File: src/lfpr_pkg.sv
// ----------------------------------------------------------------------------
// lfpr_pkg: shared definitions for the length-framed packet receiver
// Field widths, phase, status and kind codes, and the item types passed
// between the receiver's pipeline stages.
// ----------------------------------------------------------------------------
package lfpr_pkg;

  localparam int unsigned ByteW   = 8;
  localparam int unsigned LenW    = 16;
  localparam int unsigned StatusW = 2;
  localparam int unsigned PhaseW  = 3;

  // Receiver phases
  localparam logic [PhaseW-1:0] PhWait  = 3'd0;
  localparam logic [PhaseW-1:0] PhLenHi = 3'd1;
  localparam logic [PhaseW-1:0] PhLenLo = 3'd2;
  localparam logic [PhaseW-1:0] PhData  = 3'd3;
  localparam logic [PhaseW-1:0] PhSum   = 3'd4;
  localparam logic [PhaseW-1:0] PhEnd   = 3'd5;

  // Input command codes
  localparam logic CmdByte    = 1'b0;
  localparam logic CmdTimeout = 1'b1;

  // Result kinds
  localparam logic KindPayload = 1'b0;
  localparam logic KindStatus  = 1'b1;

  // Frame status codes
  localparam logic [StatusW-1:0] StGood   = 2'd0;
  localparam logic [StatusW-1:0] StBadSum = 2'd1;
  localparam logic [StatusW-1:0] StFail   = 2'd2;

  typedef struct packed {
    logic             cmd;
    logic [ByteW-1:0] rx_byte;
  } in_item_t;

  typedef struct packed {
    logic               kind;
    logic [ByteW-1:0]   payload_byte;
    logic               last_payload;
    logic [StatusW-1:0] status;
    logic [ByteW-1:0]   response;
    logic [LenW-1:0]    frame_length;
  } out_item_t;

  // Handshake state of a pipeline stage as seen by its neighbours
  typedef struct packed {
    logic valid;
    logic advance;
  } stage_ctrl_t;

endpackage

File: src/lfpr_if.sv
// ----------------------------------------------------------------------------
// lfpr_if: channel interfaces of the packet receiver
// Valid/ready channels for received bytes and for result items.
// ----------------------------------------------------------------------------
interface lfpr_in_if import lfpr_pkg::*; ();
  logic             valid;
  logic             ready;
  logic             cmd;
  logic [ByteW-1:0] rx_byte;

  modport source (output valid, output cmd, output rx_byte, input ready);
  modport sink   (input valid, input cmd, input rx_byte, output ready);
endinterface

interface lfpr_out_if import lfpr_pkg::*; ();
  logic               valid;
  logic               ready;
  logic               kind;
  logic [ByteW-1:0]   payload_byte;
  logic               last_payload;
  logic [StatusW-1:0] status;
  logic [ByteW-1:0]   response;
  logic [LenW-1:0]    frame_length;

  modport source (output valid, output kind, output payload_byte, output last_payload,
                  output status, output response, output frame_length, input ready);
  modport sink   (input valid, input kind, input payload_byte, input last_payload,
                  input status, input response, input frame_length, output ready);
endinterface

File: src/lfpr_in_stage.sv
// ----------------------------------------------------------------------------
// lfpr_in_stage: input register
// Captures one received transaction and holds it until the deframer takes it.
// ----------------------------------------------------------------------------
module lfpr_in_stage import lfpr_pkg::*; (
  input  logic        clk_i,
  input  logic        rst_ni,
  lfpr_in_if.sink     item_i,
  input  logic        advance_i,
  output logic        valid_o,
  output in_item_t    item_o
);

  logic     valid_q, valid_d;
  in_item_t item_q;
  logic     load;

  assign item_i.ready = !valid_q || advance_i;
  assign load         = item_i.valid && item_i.ready;

  always_comb begin
    valid_d = valid_q;
    if (load) begin
      valid_d = 1'b1;
    end else if (advance_i) begin
      valid_d = 1'b0;
    end
  end

  always_ff @(posedge clk_i or negedge rst_ni) begin
    if (!rst_ni) begin
      valid_q <= 1'b0;
    end else begin
      valid_q <= valid_d;
    end
  end

  always_ff @(posedge clk_i) begin
    if (load) begin
      item_q.cmd     <= item_i.cmd;
      item_q.rx_byte <= item_i.rx_byte;
    end
  end

  assign valid_o = valid_q;
  assign item_o  = item_q;

endmodule

File: src/lfpr_deframer.sv
// ----------------------------------------------------------------------------
// lfpr_deframer: frame phase machine
// Tracks the frame phase, length, payload count, running sum and response
// code, and forms at most one result for each byte it takes.
// ----------------------------------------------------------------------------
module lfpr_deframer import lfpr_pkg::*; (
  input  logic        clk_i,
  input  logic        rst_ni,
  input  stage_ctrl_t ctrl_i,
  input  in_item_t    item_i,
  output logic        emit_o,
  output out_item_t   result_o
);

  logic [PhaseW-1:0] phase_q, phase_d;
  logic [LenW-1:0]   remaining_q, remaining_d;
  logic [LenW-1:0]   length_q, length_d;
  logic [ByteW-1:0]  sum_q, sum_d;
  logic [ByteW-1:0]  resp_q, resp_d;
  logic              seen_q, seen_d;
  logic [LenW-1:0]   rem_dec;
  logic [ByteW-1:0]  sum_add;
  logic              emit;
  out_item_t         result;

  assign rem_dec = remaining_q - LenW'(1);
  assign sum_add = sum_q + item_i.rx_byte;

  always_comb begin
    phase_d     = phase_q;
    remaining_d = remaining_q;
    length_d    = length_q;
    sum_d       = sum_q;
    resp_d      = resp_q;
    seen_d      = seen_q;
    emit        = 1'b0;
    result      = '0;

    if (item_i.cmd == CmdTimeout) begin
      // A timeout aborts whatever is in progress, even when idle.
      emit                = 1'b1;
      result.kind         = KindStatus;
      result.status       = StFail;
      result.response     = resp_q;
      result.frame_length = length_q;
      phase_d     = PhWait;
      remaining_d = '0;
      length_d    = '0;
      sum_d       = '0;
      resp_d      = '0;
      seen_d      = 1'b0;
    end else begin
      case (phase_q)
        PhLenHi: begin
          length_d = {item_i.rx_byte, {ByteW{1'b0}}};
          sum_d    = sum_add;
          phase_d  = PhLenLo;
        end
        PhLenLo: begin
          length_d    = {length_q[LenW-1:ByteW], item_i.rx_byte};
          remaining_d = {length_q[LenW-1:ByteW], item_i.rx_byte};
          sum_d       = sum_add;
          phase_d     = (remaining_d != '0) ? PhData : PhSum;
        end
        PhData: begin
          if (!seen_q) begin
            resp_d = item_i.rx_byte;
            seen_d = 1'b1;
          end
          sum_d       = sum_add;
          remaining_d = rem_dec;
          if (rem_dec == '0) begin
            phase_d = PhSum;
          end
          emit                = 1'b1;
          result.kind         = KindPayload;
          result.payload_byte = item_i.rx_byte;
          result.last_payload = (rem_dec == '0);
          result.status       = StGood;
          result.frame_length = length_q;
        end
        PhSum: begin
          // With an empty payload the sum byte doubles as the response code.
          if (!seen_q) begin
            resp_d = item_i.rx_byte;
            seen_d = 1'b1;
          end
          sum_d   = sum_add;
          phase_d = PhEnd;
        end
        PhEnd: begin
          emit                = 1'b1;
          result.kind         = KindStatus;
          result.status       = (sum_q == '0) ? StGood : StBadSum;
          result.response     = resp_q;
          result.frame_length = length_q;
          phase_d     = PhWait;
          remaining_d = '0;
          length_d    = '0;
          sum_d       = '0;
          resp_d      = '0;
          seen_d      = 1'b0;
        end
        default: begin
          // Waiting, or a code with no meaning: any byte opens a frame.
          phase_d     = PhLenHi;
          remaining_d = '0;
          length_d    = '0;
          sum_d       = '0;
          resp_d      = '0;
          seen_d      = 1'b0;
        end
      endcase
    end
  end

  always_ff @(posedge clk_i or negedge rst_ni) begin
    if (!rst_ni) begin
      phase_q     <= PhWait;
      remaining_q <= '0;
      length_q    <= '0;
      sum_q       <= '0;
      resp_q      <= '0;
      seen_q      <= 1'b0;
    end else if (ctrl_i.advance) begin
      phase_q     <= phase_d;
      remaining_q <= remaining_d;
      length_q    <= length_d;
      sum_q       <= sum_d;
      resp_q      <= resp_d;
      seen_q      <= seen_d;
    end
  end

  assign emit_o   = ctrl_i.valid && emit;
  assign result_o = result;

endmodule

File: src/lfpr_out_stage.sv
// ----------------------------------------------------------------------------
// lfpr_out_stage: result register
// Holds one result item until the sink accepts it, and reports whether the
// deframer may move on this cycle.
// ----------------------------------------------------------------------------
module lfpr_out_stage import lfpr_pkg::*; (
  input  logic        clk_i,
  input  logic        rst_ni,
  input  stage_ctrl_t ctrl_i,
  input  logic        emit_i,
  input  out_item_t   result_i,
  output logic        space_o,
  lfpr_out_if.source  result_o
);

  logic      valid_q, valid_d;
  out_item_t item_q;
  logic      load;

  // The register may be refilled in the same cycle in which its content leaves.
  assign space_o = !valid_q || result_o.ready;
  assign load    = ctrl_i.advance && emit_i;

  always_comb begin
    valid_d = valid_q;
    if (space_o) begin
      valid_d = load;
    end
  end

  always_ff @(posedge clk_i or negedge rst_ni) begin
    if (!rst_ni) begin
      valid_q <= 1'b0;
    end else begin
      valid_q <= valid_d;
    end
  end

  always_ff @(posedge clk_i) begin
    if (load) begin
      item_q <= result_i;
    end
  end

  assign result_o.valid        = valid_q;
  assign result_o.kind         = item_q.kind;
  assign result_o.payload_byte = item_q.payload_byte;
  assign result_o.last_payload = item_q.last_payload;
  assign result_o.status       = item_q.status;
  assign result_o.response     = item_q.response;
  assign result_o.frame_length = item_q.frame_length;

endmodule

File: src/length_framed_packet_receiver_unit.sv
// ----------------------------------------------------------------------------
// length_framed_packet_receiver_unit: length-framed packet receiver
// Takes a serial answer apart byte by byte: passes payload bytes on, marks
// the last one, and closes each frame with a status carrying the response
// code and the result of the 8-bit zero-sum check.
//
//   Channel   Direction  Carries                                       Rule
//   item_i    in         cmd, rx_byte                                  valid/ready
//   result_o  out        kind, payload_byte, last_payload, status,     valid/ready
//                        response, frame_length
//
// One byte is taken every cycle while the result side keeps up; the
// phase, counter and sum update in the single stage between the input
// register and the result register, so a result follows its byte through
// both registers. Reset returns the block to waiting for a start
// byte with empty registers. A stalled result holds the deframer, and the
// input register then fills and drops ready.
// ----------------------------------------------------------------------------
module length_framed_packet_receiver_unit import lfpr_pkg::*; (
  input  logic       clk_i,
  input  logic       rst_ni,
  lfpr_in_if.sink    item_i,
  lfpr_out_if.source result_o
);

  logic        in_valid;
  in_item_t    in_item;
  logic        out_space;
  logic        emit;
  out_item_t   result;
  stage_ctrl_t ctrl;

  assign ctrl.valid   = in_valid;
  assign ctrl.advance = in_valid && out_space;

  lfpr_in_stage u_in_stage (
    .clk_i     (clk_i),
    .rst_ni    (rst_ni),
    .item_i    (item_i),
    .advance_i (ctrl.advance),
    .valid_o   (in_valid),
    .item_o    (in_item)
  );

  lfpr_deframer u_deframer (
    .clk_i    (clk_i),
    .rst_ni   (rst_ni),
    .ctrl_i   (ctrl),
    .item_i   (in_item),
    .emit_o   (emit),
    .result_o (result)
  );

  lfpr_out_stage u_out_stage (
    .clk_i    (clk_i),
    .rst_ni   (rst_ni),
    .ctrl_i   (ctrl),
    .emit_i   (emit),
    .result_i (result),
    .space_o  (out_space),
    .result_o (result_o)
  );

endmodule

File: src/flat_wrapper.sv
// flat-port wrapper written by rule: the top's interface ports become plain ports
module length_framed_packet_receiver_unit_flat import lfpr_pkg::*;
  (clk_i, rst_ni, item_i_valid, item_i_cmd, item_i_rx_byte, item_i_ready, result_o_valid, result_o_kind, result_o_payload_byte, result_o_last_payload, result_o_status, result_o_response, result_o_frame_length, result_o_ready);
  lfpr_in_if item_i_i ();
  lfpr_out_if result_o_i ();
  input  logic clk_i;
  input  logic rst_ni;
  input wire logic [$bits(item_i_i.valid)-1:0] item_i_valid;
  input wire logic [$bits(item_i_i.cmd)-1:0] item_i_cmd;
  input wire logic [$bits(item_i_i.rx_byte)-1:0] item_i_rx_byte;
  output wire logic [$bits(item_i_i.ready)-1:0] item_i_ready;
  output wire logic [$bits(result_o_i.valid)-1:0] result_o_valid;
  output wire logic [$bits(result_o_i.kind)-1:0] result_o_kind;
  output wire logic [$bits(result_o_i.payload_byte)-1:0] result_o_payload_byte;
  output wire logic [$bits(result_o_i.last_payload)-1:0] result_o_last_payload;
  output wire logic [$bits(result_o_i.status)-1:0] result_o_status;
  output wire logic [$bits(result_o_i.response)-1:0] result_o_response;
  output wire logic [$bits(result_o_i.frame_length)-1:0] result_o_frame_length;
  input wire logic [$bits(result_o_i.ready)-1:0] result_o_ready;
  assign item_i_i.valid = item_i_valid;
  assign item_i_i.cmd = item_i_cmd;
  assign item_i_i.rx_byte = item_i_rx_byte;
  assign item_i_ready = item_i_i.ready;
  assign result_o_valid = result_o_i.valid;
  assign result_o_kind = result_o_i.kind;
  assign result_o_payload_byte = result_o_i.payload_byte;
  assign result_o_last_payload = result_o_i.last_payload;
  assign result_o_status = result_o_i.status;
  assign result_o_response = result_o_i.response;
  assign result_o_frame_length = result_o_i.frame_length;
  assign result_o_i.ready = result_o_ready;
  length_framed_packet_receiver_unit u_core (.clk_i(clk_i), .rst_ni(rst_ni), .item_i(item_i_i), .result_o(result_o_i));
endmodule
File: config.mk
export PLATFORM = sky130hd
export DESIGN_NAME = length_framed_packet_receiver_unit_flat
export DESIGN_NICKNAME = d
export VERILOG_FILES = /design/src/lfpr_pkg.sv /design/src/lfpr_if.sv /design/src/lfpr_in_stage.sv /design/src/lfpr_deframer.sv /design/src/lfpr_out_stage.sv /design/src/length_framed_packet_receiver_unit.sv /design/src/flat_wrapper.sv
export SDC_FILE = /design/constraint.sdc
export NUM_CORES = 1
export LEC_CHECK = 0
export ABC_AREA = 1
export BUFFER_PORTS_ARGS = -buffer_cell sky130_fd_sc_hd__buf_4
export CAP_MARGIN = 10
export CELL_PAD_IN_SITES_DETAIL_PLACEMENT = 0
export CELL_PAD_IN_SITES_GLOBAL_PLACEMENT = 1
export CORE_MARGIN = 3
export CORE_UTILIZATION = 49
export CTS_CLUSTER_SIZE = 30
export DETAILED_ROUTE_END_ITERATION = 10
export PLACE_DENSITY_LB_ADDON = 0.12
export RECOVER_POWER = 25
export SLEW_MARGIN = 25
export SYNTH_ARGS = -nofsm -noshare
export SYNTH_HDL_FRONTEND = slang
export SYNTH_SLANG_ARGS = --single-unit
File: constraint.sdc
create_clock -name clk_i -period 7 [get_ports clk_i]
set_clock_uncertainty 0.15 [all_clocks]
set_input_delay 0.35 -clock clk_i [delete_from_list [all_inputs] [get_ports clk_i]]
set_output_delay 0.35 -clock clk_i [all_outputs]
set_load 0.03 [all_outputs]
## Word-level counts from Yosys, hierarchy flattened

Cells that the tools add are included.

- Bits in registers: 99
- Bits of input ports: 13
- Logic and storage cells: 82
- Output and inout bits: 38

- Bitwise gates (word level): 2
- Muxes and demuxes: 24
- Reductions and logical operators: 25
- Eq/ne operators: 11
- Add/subtract/negate cells: 2

Operators with widths:

| kind | number |
|---|---|
| 16-bit case mux with 3 select lines | 2 |
| 16-bit two-way mux | 3 |
| 8-bit two-way mux | 5 |
| 24-bit two-way mux | 1 |
| 16-bit zero test | 1 |
| 8-bit case mux with 2 select lines | 1 |
| 16-bit nonzero test | 1 |
| 16-bit by 1-bit subtractor with 16-bit output, second input constant | 1 |
| 3-bit case mux with 5 select lines | 1 |
| 2-bit OR reduction | 6 |
| 3-bit two-way mux | 3 |
| 8-bit adder | 1 |
| 8-bit zero test | 1 |
| 2-bit by 1-bit inequality test with 1-bit output, second input constant | 4 |
| 2-bit AND reduction | 4 |
| 1-bit two-way mux | 7 |
| 3-bit by 2-bit equality test with 1-bit output, second input constant | 2 |
| 3-bit equality test, second input constant | 2 |
| 3-bit by 2-bit inequality test with 1-bit output, second input constant | 2 |
| 3-bit AND reduction | 2 |
| 1-bit logical AND | 4 |
| 4-bit OR reduction | 1 |
| 3-bit by 1-bit equality test with 1-bit output, second input constant | 1 |
| 1-bit zero test | 2 |
| other kinds (4) | 6 |

## Longest topological paths before layout

Gate-level depths: netlist (run 1).

- Word-level depth: 6
- Mapped depth: 15
- Gate-level depth less buffers: 15

## Hierarchy

A second synthesis (run 1) with hierarchy kept.

- Cells, all modules: 525
- Area, all modules: 4944.7 um^2

By module, submodules not included:

| module | sequential area each (um^2) | times used | cells each | area each (um^2) |
|---|---|---|---|---|
| lfpr_deframer | 1301.2 | 1 | 466 | 3492.1 |
| lfpr_out_stage | 1106.1 | 1 | 42 | 1129.8 |
| lfpr_in_stage | 295.3 | 1 | 15 | 315.3 |
| length_framed_packet_receiver_unit | 0.0 | 1 | 2 | 7.5 |

## Least setup slack after synthesis (run 1)

No wires, ideal clock.

- Path kind: flip-flop to flip-flop
- Start point: register u_core.u_out_stage.valid_q, in the netlist u_core.u_out_stage.result_o.valid
- End point: register u_core.u_out_stage.item_q, in the netlist u_core.u_out_stage.result_o.frame_length[0] (enable)
- Cell stages (with the launch flop): 7
- Path buffers: 1
- Arrival time: 1.870 ns
- Library setup time: 0.391 ns
- Slack: 4.589 ns
- Required time: 6.459 ns
- Period minus slack after synthesis: 2.411 ns
- Cell sequence: dfrtp_1 nand2_1 nand2_1 buf_2 inv_1 nand2_1 inv_1

- Cells in the longest elaborated chain, start to end: 4

Ends and longest elaborated chain:

| what | RTL line | source |
|---|---|---|
| start, declared | lfpr_out_stage.sv:16 | `logic valid_q, valid_d;` |
| start signal, assigned | lfpr_out_stage.sv:35 | `valid_q <= valid_d;` |
| 1-bit zero test | lfpr_out_stage.sv:21 | `assign space_o = !valid_q \|\| result_o.ready;` |
| 1-bit logical OR | lfpr_out_stage.sv:21 |  |
| 1-bit logical AND | length_framed_packet_receiver_unit.sv:34 | `assign ctrl.advance = in_valid && out_space;` |
| 1-bit logical AND | lfpr_out_stage.sv:22 | `assign load = ctrl_i.advance && emit_i;` |
| net u_core.u_out_stage.load | lfpr_out_stage.sv:18 | `logic load;` |
| end signal, assigned | lfpr_out_stage.sv:41 | `item_q <= result_i;` |
| end, declared | lfpr_out_stage.sv:17 | `out_item_t item_q;` |

The timed path passes the listed nets, and every way through them passes these cells.
A chain may end at the register's enable or synchronous reset.

==> results of run 1 <==
[cell usage in the layout, fill, tap and decap left out, types with 5 or more instances in the layout]
master | synthesis | layout
ha_1 | 9 | 9
inv_1 | 74 | 74
nor2_2 | 5 | 5
o21ai_2 | 13 | 13
xor2_1 | 5 | 5
nand2_1 | 114 | 114
clkbuf_4 | 0 | 9
clkbuf_8 | 0 | 9
o21ai_0 | 30 | 30
o22ai_1 | 7 | 7
nor2_1 | 52 | 52
dlygate4sd3_1 | 0 | 10
nand3_1 | 36 | 36
edfxtp_1 | 45 | 45
buf_4 | 1 | 41
dfrtp_1 | 54 | 54
nor2_4 | 7 | 7
nand4_1 | 5 | 5
nor3_1 | 6 | 6
inv_2 | 5 | 5
[worst paths after layout]
kind | end | start | slack, ns | cells after the start
setup / recovery | u_core.u_deframer.length_q[6] | rst_ni | 3.63 | 2
hold / removal | u_core.u_in_stage.valid_o | item_i_valid | 0.04 | 3
setup reg to reg | u_core.u_out_stage.result_o.frame_length[13] | u_core.u_in_stage.item_o[8] | 4.30 | 7
hold reg to reg | u_core.u_deframer.length_q[2] | u_core.u_deframer.length_q[2] | 0.34 | 2
max in group clk_i | u_core.u_out_stage.result_o.frame_length[13] | u_core.u_in_stage.item_o[8] | 4.30 | 7
min in group asynchronous | u_core.u_deframer.remaining_q[0] | rst_ni | 1.37 | 2
[area by class of cell]
cell class	instances	area, um2	share of cell area
flip-flops and latches	99	2700	0.478
multi-input cells	328	1770	0.313
repair buffers	62	490	0.0868
inverters	81	307	0.0543
well taps	129	161	0.0286
clock buffers	9	124	0.0219
clock inverters	7	95.1	0.0168
[sequential cells by signal, summed over array words and instances, names as in the netlist, 2 cells and up]
signal / count
u_core.u_out_stage.result_o.status: 2
u_core.u_deframer.phase_q: 3
u_core.u_deframer.length_q: 16
u_core.u_out_stage.result_o.frame_length: 16
u_core.u_deframer.remaining_q: 16
u_core.u_out_stage.result_o.payload_byte: 8
u_core.u_out_stage.result_o.response: 8
u_core.u_in_stage.item_o: 9
u_core.u_deframer.sum_q: 8
u_core.u_deframer.resp_q: 8
[logic make-up after synthesis]
family / count (synthesis)
DFF: 99
adders and majority gates: 10
AOI/OAI and AO/OA: 75
and+or+nand+nor: 236
xor gates and xnor gates: 7
buffers and inverters: 90
[per-stage QoR]
step	area, um2	util	total power, W	std cells	setup WS [ns]
after detailed placement	5330	0.567	0.00154	689	4.32
after floorplan	4840	-	0.00135	517	4.59
after global placement	5320	0.565	0.00152	688	4.39
after global routing	5650	0.600	0.00206	715	2.96
after CTS	5650	0.600	0.00194	715	4.30
final	5650	0.600	0.00193	715	3.63
[timing repair]
item / 4_1_cts / 5_1_grt
hold endpoints to repair: 63 / 0
setup buffers: 0 / 0
hold buffers: 10 / 0
setup endpoints to repair: 0 / 0
[where the power goes]
group	internal, W	switching [W]	total, W
Combinational	0.000238	0.000478	0.000716
Clock	0.000176	0.000223	0.000399
Sequential	0.000724	0.0000917	0.000816
[per-layer routing]
layer  up-vias  track usage  wire length [um]
met5         -            0                 0
met4         0       0.0740               209
met3        19       0.0282               427
met2        84        0.336              5360
met1      1757        0.303              5290
li1       1823            -                 -
==> implementation parameters, run 1 <==
Parameter                              Value

Route
  Iteration-0 DRC Markers    260
  Detailed-route wire length    11300 um
  Via Count    3683
  WL per Instance    15.8 um
  Antenna Nets Post-Route    0
  Number of optimization iterations in the first detailed-route pass    6
  Detailed-route vias per instance    5.15
  Number of DRC violations after detailed routing    0

Logic synthesis
  Mux share of post-synthesis cell area    0
  Fraction of the yosys area taken by sequential cells    0.559
  Post-synthesis sequential element count    99
  Async set or reset register ratio after synthesis    0.545
  Net Count, Synth    540
  Count leader, synth    nand2_1
  Combined area of all synthesized cells    0.00484 mm2
  Main flop type after synthesis    dfrtp_1
  Number of enable-type register cells in the synthesized netlist    45
  Top-area cell type share of the netlist area    0.279
  Count of distinct cell types in the synthesized netlist    43
  Most area-hungry cell type in the Yosys netlist    dfrtp_1
  Count of synthesis-stage warnings from yosys    0
  Complex-gate fraction of the synthesized area    0.102
  Cell count after synthesis    517
  Most frequent cells after synthesis    nand2_1 (114), inv_1 (74), dfrtp_1 (54)
  Cell types occupying the most area after synthesis    dfrtp_1 (28%), edfxtp_1 (28%), nand2_1 (8.8%)
  Fraction of the mapped netlist area in simple logic gates    0.224
  Post-synthesis adder-cell area fraction    0.0274
  Mapped Avg Cell Area    a little over 9 um2
  XOR/XNOR Fraction of Synth Area    0.0127
  Combinational family with the most area after synthesis    simple AND/OR/NAND/NOR gates

Clock tree
  Count of instances resized after the clock tree is built    0
  Inserted Clock Buffers    9
  H-tree Lvls    3
  Cell chosen for the clock root    clkbuf_8
  CTS tree    yes
  Bufs on Longest Clock Path    2
  Clock tree sinks    99
  Worst-Skew Late Latency    roughly 0.38 ns
  Register clock-pin slew on the reported worst setup and hold paths    between 0.1 and 0.15 ns

Final layout
  Number of filler cells placed in the layout    between 800 and 900
  Total Nets Final    604
  Antenna cells    0
  Share of post-route cells with drive strength above 1    0.181
  Signed area change from the synthesized netlist to the final layout    16.8%

Placement
  I/O Buffers    50
  Final weighted congestion of routability-driven global placement    0.812
  HPWL after detailed placement    8070 um

Power and ir drop
  VDD IR-drop max    0.168 mV
  Pwr per Cell Area    342 mW/mm2
  Cell leakage power    2.58 nW

Setup path
  Slowest cell on the critical path    clkbuf_1
  Startpoint class of the critical path    input port
  Kind of end point of the critical path    asynchronous set/reset pin
  Critical Setup Path Class    input port to asynchronous set/reset pin
  CP delay by family, top    buffers and inverters
  Chain of cells forming the critical path    dlygate4sd3_1 -> clkbuf_1
  Critical path required time    6.67 ns
  Crit path buffers/inverters    2
  Critical path fanouts, max    54
  Data arrival time of the critical path    3.04 ns
  Largest stage delay, worst path    2.14 ns

Global route
  Via count of the first global-routing pass    3525
  GRT Util Overall    0.213
  Wire length of the first global-routing pass    about 18000 um
  Total overflow reported by the global router    0
  Pin count of the biggest net entering global routing    55
  Initial antenna violation count    0

Timing
  Number of setup violations in the final report    0
  Part of the cycle the worst path needs    0.482
  Remaining max-slew budget at the tightest pin    -1.03
  Hold Worst Slack    0.0390 ns
  Shortest clock period the worst path allows after layout    3.37 ns
  Count of final max-slew check failures    55
  Setup repair after global routing missed its margin    no
  Number of hold-slack violations in the final timing report    0
  Sum Neg Setup Slack    0 ns
  Actual slew at the worst max-slew pin    ~3.0 ns
  Fmax    approximately 0.30 GHz

Floorplanning
  Vertical die dimension    105 um
  Chip Width    about 110 um
  Standard-cell rows    35
  Core box area    0.00942 mm2
  Die ar.    0.0111 mm2
  Starting density of the core    0.514
  Top-Level Pins    51

Run status
  Violated checks    max-capacitance violations, max-slew violations
  Result of the run    complete, but fails checks

Flow run
  # Max-Cap Violations    1

Min path
  Class of the worst hold path    input port to register
(Power assumes the default switching activity.)
==> run 2: changes to the inputs <==
Settings changed: ABC_AREA 1 to 0, CORE_UTILIZATION 49 to 46.
Clock period 7 ns to 3.5 ns, I/O delays scaled along.
==> run 2 against run 1 <==
The flow now finishes without violations. Cell area down 0.95%. Worst hold slack improved by 0.27 ns. Synthesized cell count is 13% lower. Combinational power grew to 3.6 times the previous value. Final cell count down 9.1%. Sequential cell count unchanged. Sequential power grew 140%. Die area grew 4.7%. Worst setup slack worse by 2.7 ns. Register-to-register slack lost 3.4 ns. First-iteration DRC count down 37%. Largest power group is now combinational cells. Highest routed layer unchanged.
==> implementation parameters, run 2 <==
Parameter                              Value

Setup path
  Critical path fanouts, max    8 (-85%)
  Crit path buffers/inverters    1 (-1)
  Data arrival time of the critical path    2.63 ns (-0.41 ns)
  Most Frequent Cell on Critical Path    nand3_2
  Worst flop-to-flop path endpoint    u_core.u_out_stage.result_o.last_payload
  Largest stage delay, worst path    0.56 ns (-1.58 ns)
  Minimum setup slack among reg-to-reg paths    0.95 ns (-3.35 ns)
  Critical Setup Path Class    register to register
  Startpoint class of the critical path    register
  Kind of end point of the critical path    register
  Start of the worst register-to-register path    u_core.u_deframer.remaining_q[0]
  Slowest cell on the critical path    or4b_4
  Worst Reg-to-Reg Cells    7 (unchanged)
  Chain of cells forming the critical path    inv_1 -> ha_1 -> or3b_1 -> or4b_4 -> nand3_2 -> nand3_2 -> nor2_1
  CP delay by family, top    simple AND/OR/NAND/NOR gates
  Critical path required time    3.57 ns (-3.10 ns)

Power and ir drop
  Cell leakage power    2.37 nW (-8.0%)
  Power Total    0.00523 W (+170%)
  Pwr per Cell Area    934 mW/mm2 (+170%)
  VDD IR-drop max    0.437 mV (+160%)

Route
  Antenna Nets Post-Route    0 (unchanged)
  Number of DRC violations after detailed routing    0 (unchanged)
  Detailed-route wire length    11000 um (-2.8%)
  Detailed-route vias per instance    5.41 (+5.0%)
  Via Count    3517 (-4.5%)
  WL per Instance    16.9 um (+6.9%)
  Iteration-0 DRC Markers    163 (-37%)
  Number of optimization iterations in the first detailed-route pass    4 (-2)

Placement
  Post-Place Cells    621 (-9.9%)
  Final weighted congestion of routability-driven global placement    0.872 (+7.4%)
  I/O Buffers    50 (unchanged)
  HPWL after detailed placement    7470 um (-7.4%)
  Worst setup slack after placement    0.980 ns (-3.34 ns)

Clock tree
  H-tree Lvls    3 (unchanged)
  Clock tree sinks    99 (unchanged)
  CTS tree    yes
  Inserted Clock Buffers    9 (unchanged)
  Worst-Skew Late Latency    0.37 ns (about the same)
  Bufs on Longest Clock Path    2 (unchanged)
  Cell chosen for the clock root    clkbuf_8
  Register clock-pin slew on the reported worst setup and hold paths    0.10 ns (about the same)

Timing
  Number of setup violations in the final report    0 (unchanged)
  Count of final max-slew check failures    0 (-100%)
  Remaining max-slew budget at the tightest pin    0.0435 (+1.07)
  Actual slew at the worst max-slew pin    1.43 ns (-1.61 ns)
  Part of the cycle the worst path needs    0.729
  Setup repair after global routing missed its margin    no
  Shortest clock period the worst path allows after layout    2.55 ns
  Number of hold-slack violations in the final timing report    0 (unchanged)
  Min setup slack post-route    0.949 ns (-2.68 ns)
  Sum Neg Setup Slack    0 ns (unchanged)
  Fmax    0.392 GHz

Final layout
  Share of post-route cells with drive strength above 1    0.170 (-0.0107)
  Leading cell type in the layout, fill and taps excluded    dfrtp_1
  Signed area change from the synthesized netlist to the final layout    17.3%
  Area occupied by multi-input gates    0.00193 mm2 (+9.3%)
  Most frequent cells in the layout    dfrtp_1 (54), buf_4 (47), nand2_1 (45), edfxtp_1 (45), nor2_1 (43)
  Antenna cells    0 (unchanged)
  Total Nets Final    535 (-11%)
  Flip-flop and latch area    0.00270 mm2 (unchanged)
  Final cell count without fillers    650 (-9.1%)
  Number of filler cells placed in the layout    879 (+3.0%)

Min path
  End point of the most critical hold path    u_core.u_deframer.resp_q[5]
  Worst Hold Depth    2 (-1)
  Worst min-delay path startpoint    u_core.u_deframer.resp_q[5]
  Class of the worst hold path    register to register

Logic synthesis
  Count leader, synth    dfrtp_1
  Combinational family with the most area after synthesis    simple AND/OR/NAND/NOR gates
  XOR/XNOR Fraction of Synth Area    0.0276 (+0.0149)
  Most area-hungry cell type in the Yosys netlist    dfrtp_1
  Async set or reset register ratio after synthesis    0.545 (unchanged)
  Count of synthesis-stage warnings from yosys    0 (unchanged)
  Mux share of post-synthesis cell area    0.00892 (+0.00892)
  Net Count, Synth    473 (-12%)
  Top-area cell type share of the netlist area    0.283 (+0.00410)
  Post-synthesis sequential element count    99 (unchanged)
  Fraction of the mapped netlist area in simple logic gates    0.201 (-0.0227)
  Main flop type after synthesis    dfrtp_1
  Combined area of all synthesized cells    0.00477 mm2 (-1.4%)
  Cell count after synthesis    450 (-13%)
  Number of enable-type register cells in the synthesized netlist    45 (unchanged)
  Fraction of the yosys area taken by sequential cells    0.567 (+0.00821)
  Post-synthesis adder-cell area fraction    0.0278 (+0.000403)
  Mapped Avg Cell Area    10.6 um2 (+13%)
  Most frequent cells after synthesis    dfrtp_1 (54), edfxtp_1 (45), nand2_1 (45)
  Cell types occupying the most area after synthesis    dfrtp_1 (28%), edfxtp_1 (28%), o21ai_0 (3.9%)
  Count of distinct cell types in the synthesized netlist    57 (+33%)
  Complex-gate fraction of the synthesized area    0.137 (+0.0356)

Global route
  Via count of the first global-routing pass    3529 (+0.11%)
  Pin count of the biggest net entering global routing    55 (unchanged)
  Wire length of the first global-routing pass    18300 um (-0.11%)
  Total overflow reported by the global router    0 (unchanged)
  Initial antenna violation count    0 (unchanged)
  GRT Util Overall    0.203 (-0.00940)

Floorplanning
  Top-Level Pins    51 (unchanged)
  Standard-cell rows    36 (+2.9%)
  Die ar.    0.0116 mm2 (+4.7%)
  Vertical die dimension    108 um (+2.3%)
  Chip Width    108 um (+2.3%)
  Core box area    0.00991 mm2 (+5.2%)
  Starting density of the core    0.481 (-0.0327)

Flow run
  # Max-Cap Violations    0 (-1)

Run status
  Result of the run    complete, no violations
run 2: worst max-delay path by stage:
| stage | depth (start not counted) | from | endpoint |
|---|---|---|---|
| 2_1_floorplan | 5 | u_core.u_deframer.phase_q[0] | u_core.u_out_stage.result_o.frame_length[0] |
| 3_3_place_gp | 7 | u_core.u_deframer.remaining_q[0] | u_core.u_out_stage.result_o.last_payload |
| 3_5_place_dp | 7 | u_core.u_deframer.remaining_q[1] | u_core.u_deframer.phase_q[1] |
| 4_1_cts | 7 | u_core.u_deframer.remaining_q[0] | u_core.u_out_stage.result_o.last_payload |
| 5_1_grt | 7 | u_core.u_deframer.remaining_q[0] | u_core.u_deframer.phase_q[2] |
| 6_report | 7 | u_core.u_deframer.remaining_q[0] | u_core.u_out_stage.result_o.last_payload |
run 2: kinds of logic after synthesis:
logic type,after synthesis
and+or+nand+nor,184
AOI/OAI and AO/OA,101
DFF,99
buffers and inverters,37
xor gates and xnor gates,15
adders and majority gates,10
muxes,4
run 2: worst register-to-register path, cell delays in order, from the launching register on:
cell     delay [ns]
dfrtp_1        0.48
inv_1          0.12
ha_1           0.30
or3b_1         0.50
or4b_4         0.56
nand3_2        0.09
nand3_2        0.11
nor2_1         0.11
run 2: layer usage:
metal / global-route usage / up-vias / wire, um
met5: 0 / - / 0
met4: 0.0748 / 0 / 216
met3: 0.0300 / 16 / 493
met2: 0.323 / 80 / 5050
met1: 0.284 / 1690 / 5210
li1: - / 1731 / -
run 2: cell type report:
class	instances	share of cell area
clock buffer	10	0.0228
clock inverter	6	0.00760
inverter	17	0.0114
multi-input combinational	314	0.345
sequential	99	0.483
tap	133	0.0297
timing repair buffer	71	0.100
run 2: power by group:
group	total, W	switching (W)	internal [W]
clock network	0.000666	0.000406	0.000260
registers	0.00196	0.000360	0.00160
logic	0.00260	0.00157	0.00104
total	0.00523	0.00233	0.00289
run 2: per-stage QoR:
stage | util | area (um2) | hold slack [ns]
after floorplan | - | 4770 | -0.271
after CTS | 0.565 | 5600 | 0.277
final | 0.565 | 5600 | 0.314
after detailed placement | 0.535 | 5300 | 0.136
after global routing | 0.565 | 5600 | 0.355
after global placement | 0.535 | 5300 | 0.125
run 2: what timing repair did:
item                                   CTS  global route
buffers inserted                         0             0
endpoints found under the hold margin   65             0
gates resized for setup                  0             0
setup endpoints to repair                0             0
hold buffers                            13             0
==> run 3: changes to the inputs <==
Settings changed: ABC_AREA 0 to 1, CORE_UTILIZATION 46 to 45.
Clock period 3.5 ns to 2.5 ns, I/O delays scaled along.
==> run 3 against run 2 <==
Critical path depth up 8. Fmax is 17% higher. Sequential share of layout area fell by 1.4 points. Worst hold slack better by 0.023 ns. Utilization down 0.88 points. Die area grew 3.5%. Clock-buffer cell count is the same. Wire length increased by 6.4%. First-iteration DRC count increased by 44%. Global-route usage increased by 0.53 points. Critical endpoint is now u_core.u_deframer.phase_q[0].
==> implementation parameters, run 3 (same netlist as run 1, synthesis figures left out) <==
Parameter                              Value

Run status
  Result of the run    complete, no violations

Final layout
  Most frequent cells in the layout    nand2_1 (114), inv_1 (74), dfrtp_1 (54), nor2_1 (52), buf_4 (52)
  Number of filler cells placed in the layout    976 (+11%)
  Final design utilization    0.556 (-0.00878)
  Signed area change from the synthesized netlist to the final layout    19.1%
  Total Nets Final    619 (+16%)
  Share of post-route cells with drive strength above 1    0.193 (+0.0228)
  Leading cell type in the layout, fill and taps excluded    nand2_1
  Flip-flop and latch area    0.00270 mm2 (unchanged)
  Antenna cells    0 (unchanged)
  Area occupied by multi-input gates    0.00177 mm2 (-8.5%)

Min path
  Worst Hold Depth    2 (unchanged)
  End point of the most critical hold path    u_core.u_in_stage.item_o[7]
  Class of the worst hold path    input port to register
  Worst min-delay path startpoint    item_i_rx_byte[7]

Timing
  Number of setup violations in the final report    0 (unchanged)
  Part of the cycle the worst path needs    0.873 (+0.144)
  Actual slew at the worst max-slew pin    1.42 ns (-0.0119 ns)
  Setup repair after global routing missed its margin    no
  Fmax    0.458 GHz (+17%)
  Shortest clock period the worst path allows after layout    2.18 ns (-0.369 ns)
  Number of hold-slack violations in the final timing report    0 (unchanged)
  Remaining max-slew budget at the tightest pin    0.0514 (+0.00791)
  Sum Neg Setup Slack    0 ns (unchanged)
  Count of final max-slew check failures    0 (unchanged)

Setup path
  Critical path origin    u_core.u_deframer.remaining_q[0]
  Startpoint class of the critical path    register
  Critical path fanouts, max    5 (-3)
  Worst flop-to-flop path endpoint    u_core.u_deframer.phase_q[0]
  Kind of end point of the critical path    register
  Start of the worst register-to-register path    u_core.u_deframer.remaining_q[0]
  Worst Reg-to-Reg Cells    15 (+8)
  Data arrival time of the critical path    2.30 ns (-0.33 ns)
  Critical Setup Path Class    register to register
  Critical path required time    2.62 ns (-0.95 ns)
  Minimum setup slack among reg-to-reg paths    0.32 ns (-0.63 ns)

Floorplanning
  Core box area    0.0104 mm2 (+4.6%)
  Starting density of the core    0.467 (-0.0146)
  Standard-cell rows    37 (+2.8%)
  Die ar.    0.0120 mm2 (+3.5%)
  Top-Level Pins    51 (unchanged)
  Vertical die dimension    110 um (+1.7%)
  Chip Width    110 um (+1.7%)

Placement
  I/O Buffers    50 (unchanged)
  Final weighted congestion of routability-driven global placement    0.881 (+1.1%)
  HPWL after detailed placement    8460 um (+13%)

Clock tree
  Cell chosen for the clock root    clkbuf_8
  CTS tree    yes
  Worst-Skew Late Latency    0.37 ns (about the same)
  Clock tree sinks    99 (unchanged)
  Register clock-pin slew on the reported worst setup and hold paths    0.10 ns (about the same)
  Post-CTS setup-driven buffer insertion count    0 (unchanged)
  H-tree Lvls    3 (unchanged)
  Hold-fix buffers, CTS    14 (+1)
  Bufs on Longest Clock Path    2 (unchanged)
  Inserted Clock Buffers    9 (unchanged)
  Count of instances resized after the clock tree is built    0 (unchanged)

Power and ir drop
  Pwr per Cell Area    933 mW/mm2 (-0.15%)
  VDD IR-drop max    0.402 mV (-8.0%)
  Cell leakage power    2.64 nW (+11%)

Global route
  Total overflow reported by the global router    0 (unchanged)
  Wire length of the first global-routing pass    18900 um (+3.2%)
  Pin count of the biggest net entering global routing    55 (unchanged)
  Via count of the first global-routing pass    3610 (+2.3%)
  Initial antenna violation count    0 (unchanged)
  GRT Util Overall    0.209 (+0.00525)

Route
  Number of optimization iterations in the first detailed-route pass    4 (unchanged)
  Detailed-route vias per instance    4.98 (-8.0%)
  Number of DRC violations after detailed routing    0 (unchanged)
  Detailed-route wire length    11700 um (+6.4%)
  Via Count    3668 (+4.3%)
  Iteration-0 DRC Markers    235 (+44%)
  WL per Instance    15.8 um (-6.2%)
  Antenna Nets Post-Route    0 (unchanged)

Flow run
  # Max-Cap Violations    0 (unchanged)
==> run 3: cell types whose count changed in the layout (fill, tap and decap cells not counted), sizes merged, moves of 8 or more <==
cell and change:
nand2 +72, inv +63, nor2 +22, nor2b -19
a21oi -16, nand3 +12, and2 -11, a22o -10
xnor2 -8
==> run 3: worst max path at each step <==
stage / slack, ns / cells past startpoint / to
2_1_floorplan: 0.09 / 6 / u_core.u_out_stage.result_o.frame_length[0]
3_3_place_gp: 0.42 / 10 / u_core.u_deframer.sum_q[6]
3_5_place_dp: 0.34 / 13 / u_core.u_deframer.phase_q[1]
4_1_cts: 0.33 / 13 / u_core.u_deframer.phase_q[1]
5_1_grt: 0.02 / 15 / u_core.u_deframer.phase_q[0]
6_report: 0.32 / 15 / u_core.u_deframer.phase_q[0]
==> run 3: final cells by class <==
cell class | instances | share of cell area
repair buffers | 77 | 0.108
well taps | 136 | 0.0295
clock buffers | 10 | 0.0221
flip-flops and latches | 99 | 0.469
clock inverters | 6 | 0.0113
inverters | 81 | 0.0532
multi-input cells | 328 | 0.307
==> run 3: where the power goes <==
group / leakage, nW / internal [W] / switching, W
registers: 1.17 / 0.00202 / 0.000250
clock network: 0.0983 / 0.000466 / 0.000578
logic: 1.38 / 0.000702 / 0.00136
==> run 3: critical path, cell delays in order (launching register included) <==
cell	delay, ns
dfrtp_1	0.41
inv_1	0.14
ha_1	0.25
nand2_1	0.14
nor2_1	0.19
nand2_1	0.08
nand2_1	0.06
nand2_1	0.06
nor2_1	0.09
nand2_1	0.05
nor2_1	0.10
nand2_1	0.09
nand2_2	0.10
nand2_2	0.06
nand2_1	0.06
nand2_1	0.05
==> run 3: metrics by stage <==
stage                     cells  setup slack [ns]  instance area, um2  hold WS, ns  power, W
after global routing        737            0.0168                5760        0.334   0.00575
after CTS                   737             0.330                5770        0.231   0.00541
after global placement      707             0.421                5430       0.0843   0.00433
after floorplan             517            0.0893                4840       -0.321   0.00378
after detailed placement    707             0.345                5430       0.0929   0.00437
final                       737             0.318                5760        0.337   0.00538
==> run 3: metal layers <==
metal  vias to the layer above  GRT usage  share of wire
met2                        57      0.317           0.48
li1                       1850          -              -
met5                         -          0              0
met1                      1748      0.304           0.48
met4                         0     0.0810          0.015
met3                        13     0.0276          0.030
